<file path="src/hw/rtl/mcc_pkg.sv">
// ----------------------------------------------------------------------------
// Multichannel 3x3 convolution package
// Shared widths, register indexes and the record passed from front to back.
// ----------------------------------------------------------------------------
package mcc_pkg;

  localparam int MaxWidth    = 256;
  localparam int MaxChannels = 64;
  localparam int KernelTaps  = 9;
  localparam int MaxHeight   = 1024;
  localparam int PaddedCols  = MaxWidth + 2;

  localparam int ChW   = $clog2(MaxChannels);
  localparam int ColW  = $clog2(PaddedCols);
  localparam int WIdxW = $clog2(KernelTaps * MaxChannels);
  localparam int LineDepth = PaddedCols * MaxChannels;
  localparam int LineAw    = $clog2(LineDepth);

  typedef enum logic [1:0] {
    REG_WIDTH   = 2'd0,
    REG_HEIGHT  = 2'd1,
    REG_CHANNEL = 2'd2,
    REG_BIAS    = 2'd3
  } reg_index_t;

  // One classified item as handed to the datapath. A weight item uses only
  // px, ch and tap.
  typedef struct packed {
    logic signed [15:0] px;
    logic [ChW-1:0]     ch;
    logic [3:0]         tap;
    logic               wt;
    logic [ColW-1:0]    col;
    logic               slot;
    logic               interior;
    logic               final_ch;
    logic [9:0]         orow;
    logic [7:0]         ocol;
    logic               last;
  } pix_t;

endpackage

</file>
<file path="src/hw/rtl/mcc_front.sv">
// ----------------------------------------------------------------------------
// Convolution front end
// Accepts items, splits weight indexes, tracks the frame position of pixels.
// ----------------------------------------------------------------------------
module mcc_front (
  input  logic                     clk,
  input  logic                     rst,
  input  logic                     in_valid,
  output logic                     in_ready,
  input  logic                     op,
  input  logic signed [15:0]       sample,
  input  logic [9:0]               weight_index,
  input  logic [8:0]               frame_width,
  input  logic [10:0]              frame_height,
  input  logic [6:0]               channel_count,
  input  logic                     restart,
  input  logic                     q_ready,
  output logic                     q_valid,
  output mcc_pkg::pix_t            q_data
);

  logic [10:0] row_count;
  logic [mcc_pkg::ColW-1:0] col_count;
  logic [mcc_pkg::ChW-1:0]  chan_count;
  logic [8:0]  w_eff;
  logic [10:0] h_eff;
  logic [6:0]  n_eff;
  logic        take_px;
  logic        ch_wrap;
  logic        col_wrap;
  logic        w_ok;
  logic [19:0] wprod;
  logic [mcc_pkg::ChW-1:0] wch;
  logic [9:0]  wbase;
  logic [3:0]  wtap;

  always_comb begin
    w_eff = (frame_width == 9'd0) ? 9'd1 :
            (frame_width > 9'(mcc_pkg::MaxWidth)) ? 9'(mcc_pkg::MaxWidth) : frame_width;
    h_eff = (frame_height == 11'd0) ? 11'd1 :
            (frame_height > 11'(mcc_pkg::MaxHeight)) ? 11'(mcc_pkg::MaxHeight) : frame_height;
    n_eff = (channel_count == 7'd0) ? 7'd1 :
            (channel_count > 7'(mcc_pkg::MaxChannels)) ? 7'(mcc_pkg::MaxChannels)
                                                      : channel_count;
  end

  // Weights travel through the queue as well so that they land in stream
  // order; writes beyond the weight store are dropped here.
  assign w_ok     = weight_index < 10'(mcc_pkg::KernelTaps * mcc_pkg::MaxChannels);
  assign in_ready = q_ready;
  assign take_px  = in_valid & q_ready & ~op;
  assign ch_wrap  = ({1'b0, chan_count} + 7'd1) >= n_eff;
  assign col_wrap = {1'b0, col_count} >= {1'b0, w_eff} + 10'd1;

  // Channel is the index over nine, by a reciprocal multiplication that is
  // exact over the whole store; the tap is what remains.
  assign wprod = {10'd0, weight_index} * 20'd911;
  assign wch   = wprod[13 +: mcc_pkg::ChW];
  assign wbase = 10'(wch) * 10'd9;
  assign wtap  = 4'(weight_index - wbase);

  always_comb begin
    q_valid           = in_valid & q_ready & (~op | w_ok);
    q_data.px         = sample;
    q_data.ch         = op ? wch : chan_count;
    q_data.tap        = wtap;
    q_data.wt         = op;
    q_data.col        = col_count;
    q_data.slot       = row_count[0];
    q_data.interior   = (row_count >= 11'd2) && (col_count >= mcc_pkg::ColW'(2));
    q_data.final_ch   = ch_wrap;
    q_data.orow       = 10'(row_count - 11'd2);
    q_data.ocol       = 8'(col_count - mcc_pkg::ColW'(2));
    q_data.last       = (row_count == h_eff + 11'd1) && ({1'b0, col_count} == {1'b0, w_eff} + 10'd1);
  end

  always_ff @(posedge clk) begin
    if (rst || restart) begin
      row_count  <= '0;
      col_count  <= '0;
      chan_count <= '0;
    end else if (take_px) begin
      if (ch_wrap) begin
        chan_count <= '0;
        if (col_wrap) begin
          col_count <= '0;
          row_count <= (row_count >= h_eff + 11'd1) ? 11'd0 : row_count + 11'd1;
        end else begin
          col_count <= col_count + mcc_pkg::ColW'(1);
        end
      end else begin
        chan_count <= chan_count + mcc_pkg::ChW'(1);
      end
    end
  end

endmodule

</file>
<file path="config.mk">
export PLATFORM = sky130hd
export DESIGN_NAME = mcc_front
export DESIGN_NICKNAME = d
export VERILOG_FILES = /design/src/hw/rtl/mcc_pkg.sv /design/src/hw/rtl/mcc_front.sv
export SDC_FILE = /design/constraint.sdc
export NUM_CORES = 1
export LEC_CHECK = 0
export ABC_AREA = 1
export BUFFER_PORTS_ARGS = -buffer_cell sky130_fd_sc_hd__buf_2
export CAP_MARGIN = 20
export CORE_MARGIN = 5
export CORE_UTILIZATION = 50
export CTS_BUF_LIST = sky130_fd_sc_hd__clkbuf_8
export CTS_CLUSTER_DIAMETER = 200
export DETAILED_ROUTE_END_ITERATION = 6
export GPL_TIMING_DRIVEN = 0
export HOLD_SLACK_MARGIN = 0.1
export PLACE_DENSITY = 0.74
export SLEW_MARGIN = 20
export SYNTH_ARGS = -nofsm -noshare
export SYNTH_HDL_FRONTEND = slang
export SYNTH_SLANG_ARGS = --single-unit
export TNS_END_PERCENT = 1
</file>
<file path="constraint.sdc">
create_clock -name clk -period 16.5 [get_ports clk]
set_clock_uncertainty 0.15 [all_clocks]
set_input_delay 0.825 -clock clk [delete_from_list [all_inputs] [get_ports clk]]
set_output_delay 0.825 -clock clk [all_outputs]
set_load 0.02 [all_outputs]
</file>
==> impl_metrics.json <==
{
  "status": "complete, no violations",
  "synth_cell_types": 39,
  "dieArea_um2": 13400,
  "start_util": 0.514,
  "wl_met1_mm": 6.00,
  "maxCapViolCount": 0,
  "start_kind": "primary input",
  "dp_hpwl_mm": 11.2,
  "wl_met2_mm": 6.24,
  "required_ns": 15.53,
  "cts_resized": 0,
  "clk_pin_slew_ns": 0.09,
  "tritoncts": "built",
  "synth-seq-cells": 26,
  "fmax_mhz": 130,
  "worst_pin_slew_ns": 0.395,
  "crit_type": "in2out",
  "p_per_area_nw_per_um2": 114,
  "clk_latency_ns": 0.27,
  "async_reset_ff_frac": 0,
  "wl_per_cell_um": 11.8,
  "ant_nets": 0,
  "hold-worst-slack_ns": 0.355,
  "gr-total-overflow": 0,
  "antenna_found_initial": 0,
  "die_w_um": 116,
  "min_path_type": "reg2reg",
  "arrival_ns": 6.73,
  "fin_nets": 1131,
  "clock_path_buffers": 2,
  "critPathTopFamily": "adder cells",
  "drive_gt1_frac": 0.183,
  "slowest_delay_ns": 0.52,
  "critPathSlowestCell": "fa_1",
  "areaGrowthSynthToFinish_pct": 13.4,
  "netlist_area_um2": 5590,
  "synth-edff-count": 0,
  "core-area_um2": 10900,
  "topRoutingLayerUsed": "met4",
  "vdd.ir_drop.worst_v": 0.000216,
  "ctsHoldBuffers": 0,
  "hold_viol_final": 0,
  "drtPass1Iterations": 5,
  "critPathCaptureType": "output port",
  "utilization": 0.583,
  "yosysSeqAreaShare": 0.0931,
  "path_max_fanout": 9,
  "numCtsBuffers": 3,
  "fin_crit_sh": 0.467,
  "setup_viol": 0,
  "place_congestion": 0.900,
  "yosysTopAreaCell": "ha_1",
  "netlist.area_leader.share": 0.224,
  "drc": 0,
  "die_h_um": 116,
  "routed_wl_mm": 12.8,
  "htree_levels": 1,
  "grt_max_degree": 16,
  "cts-root-buf": "clkbuf_8",
  "num_vias": 5371,
  "viasPerCell": 4.95,
  "cts_sinks": 26,
  "syn-instance-count": 841,
  "rows": 38,
  "final_max_slew_viol_count": 0,
  "period_needed_ns": 7.71,
  "grt_pass1_wl_mm": 21.7,
  "yosys_warnings": 0,
  "synth_ff_type": "dfxtp_1",
  "dp_cells": 1082,
  "boundaryPins": 119,
  "syn_nets": 1025,
  "n_antenna_cell": 0,
  "yosys-top-cells-area": "ha_1, nand2_1, inv_1, dfxtp_1, fa_1",
  "synth.cells.most_frequent": "nand2_1, inv_1, ha_1",
  "portBuffers": 101,
  "timing.critical_path.mode_cell": "nand2_1",
  "p_leak_uw": 0.00346,
  "syn_avg_cell_area_um2": 6.65,
  "dr.first_iter.drc_count": 253,
  "max_slew_margin": 0.736,
  "grt_usage": 0.191,
  "final_cells": 1086,
  "grt_pass1_vias": 5003,
  "rsz0062_at_grt": "no",
  "tns_ns": 0,
  "postCtsSetupBuffers": 0,
  "synth.most_common_cell": "nand2_1",
  "wl_met3_um": 439,
  "critical_path_buf_inv_count": 7
}
## final timing paths
check                                                start                         to  slack, ns  cells past startpoint
worst min-delay path             row_count[9]$_SDFFE_PP0P_  row_count[9]$_SDFFE_PP0P_       0.35                      2
worst max-delay path                       weight_index[2]                 q_data[35]       8.79                     28
worst max register to register  chan_count[0]$_SDFFE_PP0P_  col_count[3]$_SDFFE_PP0P_      13.85                     15
worst min register to register   row_count[9]$_SDFFE_PP0P_  row_count[9]$_SDFFE_PP0P_       0.35                      2
## power by group
| part | switching [uW] | internal (uW) | leakage, uW |
|---|---|---|---|
| registers | 0.567 | 63.1 | 0.000210 |
| clock network | 21.1 | 32.5 | 0.0000357 |
| logic | 379 | 225 | 0.00322 |
| total | 401 | 320 | 0.00346 |
## layout make-up
cell class | instances | area [um2]
clock buffers | 3 | 41.3
well taps | 140 | 175
repair buffers | 101 | 505
fillers | 1063 | 4540
multi-input cells | 636 | 4280
clock inverters | 1 | 30.0
plain buffers | 33 | 240
flip-flops and latches | 26 | 520
inverters | 146 | 551
## placed cells by master (no fill, tap or decap), drive strengths merged, types with 8 or more instances in the layout
| master | instances |
|---|---|
| nand2 | 210 |
| inv | 145 |
| buf | 134 |
| ha | 100 |
| nor2 | 96 |
| nand3 | 47 |
| a21oi | 43 |
| xor2 | 31 |
| dfxtp | 26 |
| fa | 25 |
| o21ai | 19 |
| nand4 | 18 |
| nor3 | 11 |
| xnor2 | 9 |
| nand3b | 8 |
## stage by stage
stage	area, um2	worst slack (ns)	power (uW)
final	6340	8.79	721
after global routing	6340	8.35	819
after CTS	6340	8.79	728
after detailed placement	6270	8.81	671
after global placement	6270	8.84	661
after floorplan	5590	9.71	511
## flip-flops by register name, indices dropped and copies added, names as in the netlist
name	flops
col_count	9
row_count	11
chan_count	6
## cell families (layout without fill, tap and decap cells)
group	count (synthesis)	in the layout	synth area share
buf+inv	179	284	0.141
flops	26	26	0.0931
simple gates	396	396	0.308
xor+xnor	40	40	0.0627
fa+ha+maj	125	125	0.313
compound gates	75	75	0.0819
## routing by layer
metal	global-route usage	vias up
li1	-	2866
met1	0.250	2402
met2	0.348	91
met3	0.0120	12
met4	0.0371	0
met5	0	-
## tightest hold or removal path: stages, from the launching register on
cell and delay (ns):
dfxtp_1 0.35, nand2_2 0.08, a21oi_2 0.05
(Power assumes the default switching activity.)
