--- config.mk ---
export PLATFORM = sky130hd
export DESIGN_NAME = mcc_queue
export DESIGN_NICKNAME = d
export VERILOG_FILES = /design/src/hw/rtl/mcc_pkg.sv /design/src/hw/rtl/mcc_queue.sv
export SDC_FILE = /design/constraint.sdc
export NUM_CORES = 1
export LEC_CHECK = 0
export BUFFER_PORTS_ARGS = -buffer_cell sky130_fd_sc_hd__buf_2
export CAP_MARGIN = 20
export CELL_PAD_IN_SITES_DETAIL_PLACEMENT = 1
export CELL_PAD_IN_SITES_GLOBAL_PLACEMENT = 2
export CORE_UTILIZATION = 45
export CTS_CLUSTER_DIAMETER = 50
export DETAILED_ROUTE_END_ITERATION = 6
export GPL_TIMING_DRIVEN = 0
export PLACE_DENSITY_LB_ADDON = 0.1
export REMOVE_ABC_BUFFERS = 1
export SLEW_MARGIN = 20
export SYNTH_ARGS = -nofsm -noshare
export SYNTH_HDL_FRONTEND = slang
export SYNTH_SLANG_ARGS = --single-unit
--- constraint.sdc ---
create_clock -name clk -period 3.66 [get_ports clk]
set_clock_uncertainty 0.15 [all_clocks]
set_input_delay 0.366 -clock clk [delete_from_list [all_inputs] [get_ports clk]]
set_output_delay 0.366 -clock clk [all_outputs]
set_load 0.01 [all_outputs]
--- src/hw/rtl/mcc_pkg.sv ---
// ----------------------------------------------------------------------------
// Multichannel 3x3 convolution package
// Shared widths, register indexes and the record passed from front to back.
// ----------------------------------------------------------------------------
package mcc_pkg;

  localparam int MaxWidth    = 256;
  localparam int MaxChannels = 64;
  localparam int KernelTaps  = 9;
  localparam int MaxHeight   = 1024;
  localparam int PaddedCols  = MaxWidth + 2;

  localparam int ChW   = $clog2(MaxChannels);
  localparam int ColW  = $clog2(PaddedCols);
  localparam int WIdxW = $clog2(KernelTaps * MaxChannels);
  localparam int LineDepth = PaddedCols * MaxChannels;
  localparam int LineAw    = $clog2(LineDepth);

  typedef enum logic [1:0] {
    REG_WIDTH   = 2'd0,
    REG_HEIGHT  = 2'd1,
    REG_CHANNEL = 2'd2,
    REG_BIAS    = 2'd3
  } reg_index_t;

  // One classified item as handed to the datapath. A weight item uses only
  // px, ch and tap.
  typedef struct packed {
    logic signed [15:0] px;
    logic [ChW-1:0]     ch;
    logic [3:0]         tap;
    logic               wt;
    logic [ColW-1:0]    col;
    logic               slot;
    logic               interior;
    logic               final_ch;
    logic [9:0]         orow;
    logic [7:0]         ocol;
    logic               last;
  } pix_t;

endpackage

--- src/hw/rtl/mcc_queue.sv ---
// ----------------------------------------------------------------------------
// Convolution item queue
// Four-entry queue between front end and datapath.
// ----------------------------------------------------------------------------
module mcc_queue (
  input  logic          clk,
  input  logic          rst,
  input  logic          wr_valid,
  output logic          wr_ready,
  input  mcc_pkg::pix_t wr_data,
  output logic          rd_valid,
  input  logic          rd_ready,
  output mcc_pkg::pix_t rd_data
);

  mcc_pkg::pix_t ent [4];
  logic [1:0] wp;
  logic [1:0] rp;
  logic [2:0] cnt;
  logic       push;
  logic       pop;

  assign wr_ready = cnt != 3'd4;
  assign rd_valid = cnt != 3'd0;
  assign rd_data  = ent[rp];
  assign push     = wr_valid & wr_ready;
  assign pop      = rd_valid & rd_ready;

  always_ff @(posedge clk) begin
    if (push) ent[wp] <= wr_data;
  end

  always_ff @(posedge clk) begin
    if (rst) begin
      wp  <= '0;
      rp  <= '0;
      cnt <= '0;
    end else begin
      if (push) wp <= wp + 2'd1;
      if (pop)  rp <= rp + 2'd1;
      cnt <= cnt + {2'b0, push} - {2'b0, pop};
    end
  end

endmodule

==> results summary <==
The first detailed-routing pass took 4 iterations. Clock tree synthesis inserted a total of 27 buffers. The synthesized instance count is 352. The count of clock tree sinks came out at 241. The worst hold path begins at rd_ready. For the final routed database, the setup TNS stands at 0 ps. CTS built an H-tree with a depth of 1. With fillers left out, the area of the finished cells amounts to 11270 µm². The transition time at the pin with the least slew margin came out at 654.3 ps.

The count of input and output buffers is 121. The minimum clock period after layout is 2867 ps. The number of placement rows is 50. In the routed layout, each cell is associated on average with a via count of 5.077. Walking the worst path, the cells encountered are buf_16 -> mux4_2 -> buf_2. The post-detailed-placement cell area is 9826 µm².

The classification of the worst-slack hold path is input port to register. The TritonCTS clock tree is done. In the post-synthesis netlist, the biggest area contributors are sky130_fd_sc_hd__edfxtp_1, sky130_fd_sc_hd__mux4_2, sky130_fd_sc_hd__dfxtp_1, sky130_fd_sc_hd__ha_1, sky130_fd_sc_hd__buf_12. The flow ran to the end, and the final reports show no timing, DRC or antenna violations. The die is 142.3 µm wide.

The number of nets in the layout came out at 622. IR analysis of the VDD net gives a maximum drop of 0.4852 mV. The number of cells in the finished layout apart from fillers is 833. The die covers 20250 µm². The combined global-route utilization of all metal layers is 0.1762. The number of endpoints with negative hold slack in the final report came out at 0. Setup repair after global routing left no endpoint under its margin. The most common cell in the synthesized netlist is sky130_fd_sc_hd__edfxtp_1. The initial cell density of the core is 0.4658.

The max-slew headroom at the worst pin came out at 0.5638. The largest single stage delay on the critical path is 770 ps. The quantity of gates resized following cts came out at 0. The number of antenna violations at the first check in global routing came to 0. The count of pins over their slew limit came out at 0.

The antenna diode count is 0. The total I/O pin count is 122. Summed over all layers, the routed wires come to 17080 µm.

In the final layout, flip-flops and latches occupy 7154 µm². In this run the cell area of the synthesized design comes to 8858 µm². The routed layout has 4229 vias. The utilization after layout is 0.5928. The biggest area contributor in the post-synthesis netlist is sky130_fd_sc_hd__edfxtp_1.

Of the available clock period, the critical path in the final layout requires 0.7833. The mean instance size in the synthesized netlist came out at 25.17 µm². The via count of the first global-routing pass came out at 4760. Counting flops with a built-in enable in the synthesized netlist gives 232.

The share of synthesized registers carrying an async set or reset is 0. Hold timing on the final database bottoms out at a slack of 164.0 ps. Power spread over the standard cell area amounts to 695.3 nW/µm².

The congestion estimate from routability-driven global placement came to 0.6777. The fill cell total of the finished layout came out at 1639. The setup slack after placement is 817.8 ps. The final routed DRC violation total came out at 0. After synthesis, the most frequently instantiated cells are sky130_fd_sc_hd__edfxtp_1, sky130_fd_sc_hd__mux4_2, sky130_fd_sc_hd__dfxtp_1, sky130_fd_sc_hd__nor2_1, sky130_fd_sc_hd__ha_1. The clock slew at the register clock pins of the worst setup and hold paths came out at 60 ps. In the post-route analysis, the smallest setup slack over all paths is 793.0 ps. The worst reg2reg path endpoint is cnt[2]. The maximum count of clock buffers along a single path is 3.

The clock insertion delay at the later pin of the skew report came out at 520 ps. The reported max-cap violation count came out at 0. The data required time of the critical path is 3140 ps. Summed over all cells, the static leakage comes to 3.853 nW. Overall power consumption after layout is estimated at 7.839 mW. The worst setup path is of the register to output port kind. The number of register bits inferred by synthesis is 241. The slowest cell on the critical path is sky130_fd_sc_hd__dfxtp_4. The placeable core area is 19020 µm². The worst setup path is launched from a register. The number of antenna-violating nets in the routed design is 0. The share of the Yosys chip area taken by registers is 0.8068.

The starting DRC count in detailed routing came out at 169. Entering global routing, the biggest net connects 39 pins. The layout overhead on the synthesized area is 27.27%.

The Yosys warning count came out at 0. The total area of multi-input combinational cells is 1579 µm². The buffer count from post-CTS setup fixing is 0.

In this run the critical register-to-register path is launched from cnt[1]. The number of hold-repair buffers added at the cts stage came out at 59. Including well taps, the total number of placed cells is 725. Data arrives at the worst endpoint at 2350 ps. The maximum fanout count along the critical path came out at 30. The setup slack of the worst register-to-register path is 860 ps. The most used flip-flop cell after synthesis is sky130_fd_sc_hd__edfxtp_1. The wire length of the first global-routing pass came out at 26290 µm.

The worst reg2reg path depth is 11. The area share of the leading cell type in the synthesized netlist came out at 0.7864. The routed wirelength normalized by instance count is 20.50 µm.

The number of cells on the worst hold path is 4. Detailed placement ended at an HPWL of 9710 µm. Setup violations remaining at the end of the flow were counted as 0. The highest achievable clock rate came out at 348.8 MHz.

The sort of element at the end of the critical path is an output port. The layout cell share with drive strength beyond 1 came out at 0.4031. The remaining global-route overflow is 0.

The tree is rooted in a sky130_fd_sc_hd__clkbuf_16. The count of unique library cells instantiated by Yosys is 26. The vertical die dimension is 142.3 µm.
worst max-delay path by stage:
stage	endpoint	slack (ps)	cells past startpoint
2_1_floorplan	rd_data[0]	-30	1
6_report	rd_data[9]	790	3
3_3_place_gp	rd_data[34]	-1360	2
3_5_place_dp	cnt[2]	820	11
5_1_grt	rd_data[9]	600	3
4_1_cts	rd_data[9]	690	3
worst max-delay path: cells and delay by family, from the launching register on:
| kind | cells | cell delay [ps] |
|---|---|---|
| flops | 1 | 770 |
| mux | 1 | 560 |
| buf+inv | 2 | 480 |
layout by cell type, fill, tap and decap left out:
| cell | instances |
|---|---|
| sky130_fd_sc_hd__mux4_2 | 58 |
| sky130_fd_sc_hd__or3_1 | 1 |
| sky130_fd_sc_hd__nor2_1 | 8 |
| sky130_fd_sc_hd__bufinv_16 | 3 |
| sky130_fd_sc_hd__o31a_1 | 1 |
| sky130_fd_sc_hd__dlygate4sd3_1 | 59 |
| sky130_fd_sc_hd__clkinv_1 | 5 |
| sky130_fd_sc_hd__dfxtp_1 | 7 |
| sky130_fd_sc_hd__nand2_1 | 1 |
| sky130_fd_sc_hd__clkinvlp_4 | 1 |
| sky130_fd_sc_hd__and2_4 | 4 |
| sky130_fd_sc_hd__xor2_1 | 2 |
| sky130_fd_sc_hd__mux2i_1 | 1 |
| sky130_fd_sc_hd__buf_16 | 3 |
| sky130_fd_sc_hd__edfxtp_1 | 232 |
| sky130_fd_sc_hd__dfxtp_4 | 2 |
| sky130_fd_sc_hd__xnor2_1 | 1 |
| sky130_fd_sc_hd__a21boi_1 | 1 |
| sky130_fd_sc_hd__inv_1 | 5 |
| sky130_fd_sc_hd__nor3_1 | 1 |
| sky130_fd_sc_hd__ha_1 | 6 |
| sky130_fd_sc_hd__buf_12 | 3 |
| sky130_fd_sc_hd__clkbuf_16 | 27 |
| sky130_fd_sc_hd__clkinv_2 | 6 |
| sky130_fd_sc_hd__buf_2 | 121 |
| sky130_fd_sc_hd__inv_6 | 2 |
| sky130_fd_sc_hd__fa_1 | 1 |
| sky130_fd_sc_hd__mux2_2 | 1 |
| sky130_fd_sc_hd__nand2b_1 | 2 |
| sky130_fd_sc_hd__clkbuf_1 | 5 |
| sky130_fd_sc_hd__and2_1 | 1 |
| sky130_fd_sc_hd__o311ai_0 | 1 |
| sky130_fd_sc_hd__nor2b_1 | 1 |
cell families after synthesis:
logic type	synth area share
fa+ha+maj	0.01073
xor+xnor	0.002967
mux	0.1499
simple gates	0.01073
compound gates	0.002826
flops	0.8068
buf+inv	0.01610
registers in the layout (all words and copies together) (netlist names), named ones only:
register  cells
ent         232
cnt           3
wp            2
rp            2
per-layer routing:
layer / wire (µm) / up-vias / GRT usage / part of all wire
met1: 6707 / 2183 / 0.2035 / 0.39
met2: 9118 / 121 / 0.3264 / 0.53
met3: 921 / 27 / 0.04273 / 0.054
li1: - / 1898 / - / -
met5: 0 / - / 0 / 0
met4: 330 / 0 / 0.04584 / 0.019
layout make-up:
type,instances,share of cell area
Multi-Input combinational cell,92,0.1401
Inverter,5,0.001665
Clock buffer,32,0.06159
Sequential cell,241,0.6346
Tap cell,260,0.02885
Clock inverter,17,0.01454
Timing Repair Buffer,186,0.1187
report_power, final:
group | leakage, nW | internal [mW] | switching [mW] | total [mW]
logic | 1.23 | 0.863 | 0.809 | 1.67
registers | 2.20 | 3.39 | 0.202 | 3.59
clock network | 0.422 | 1.56 | 1.02 | 2.58
No activity file was read; power rests on OpenSTA's default activity.
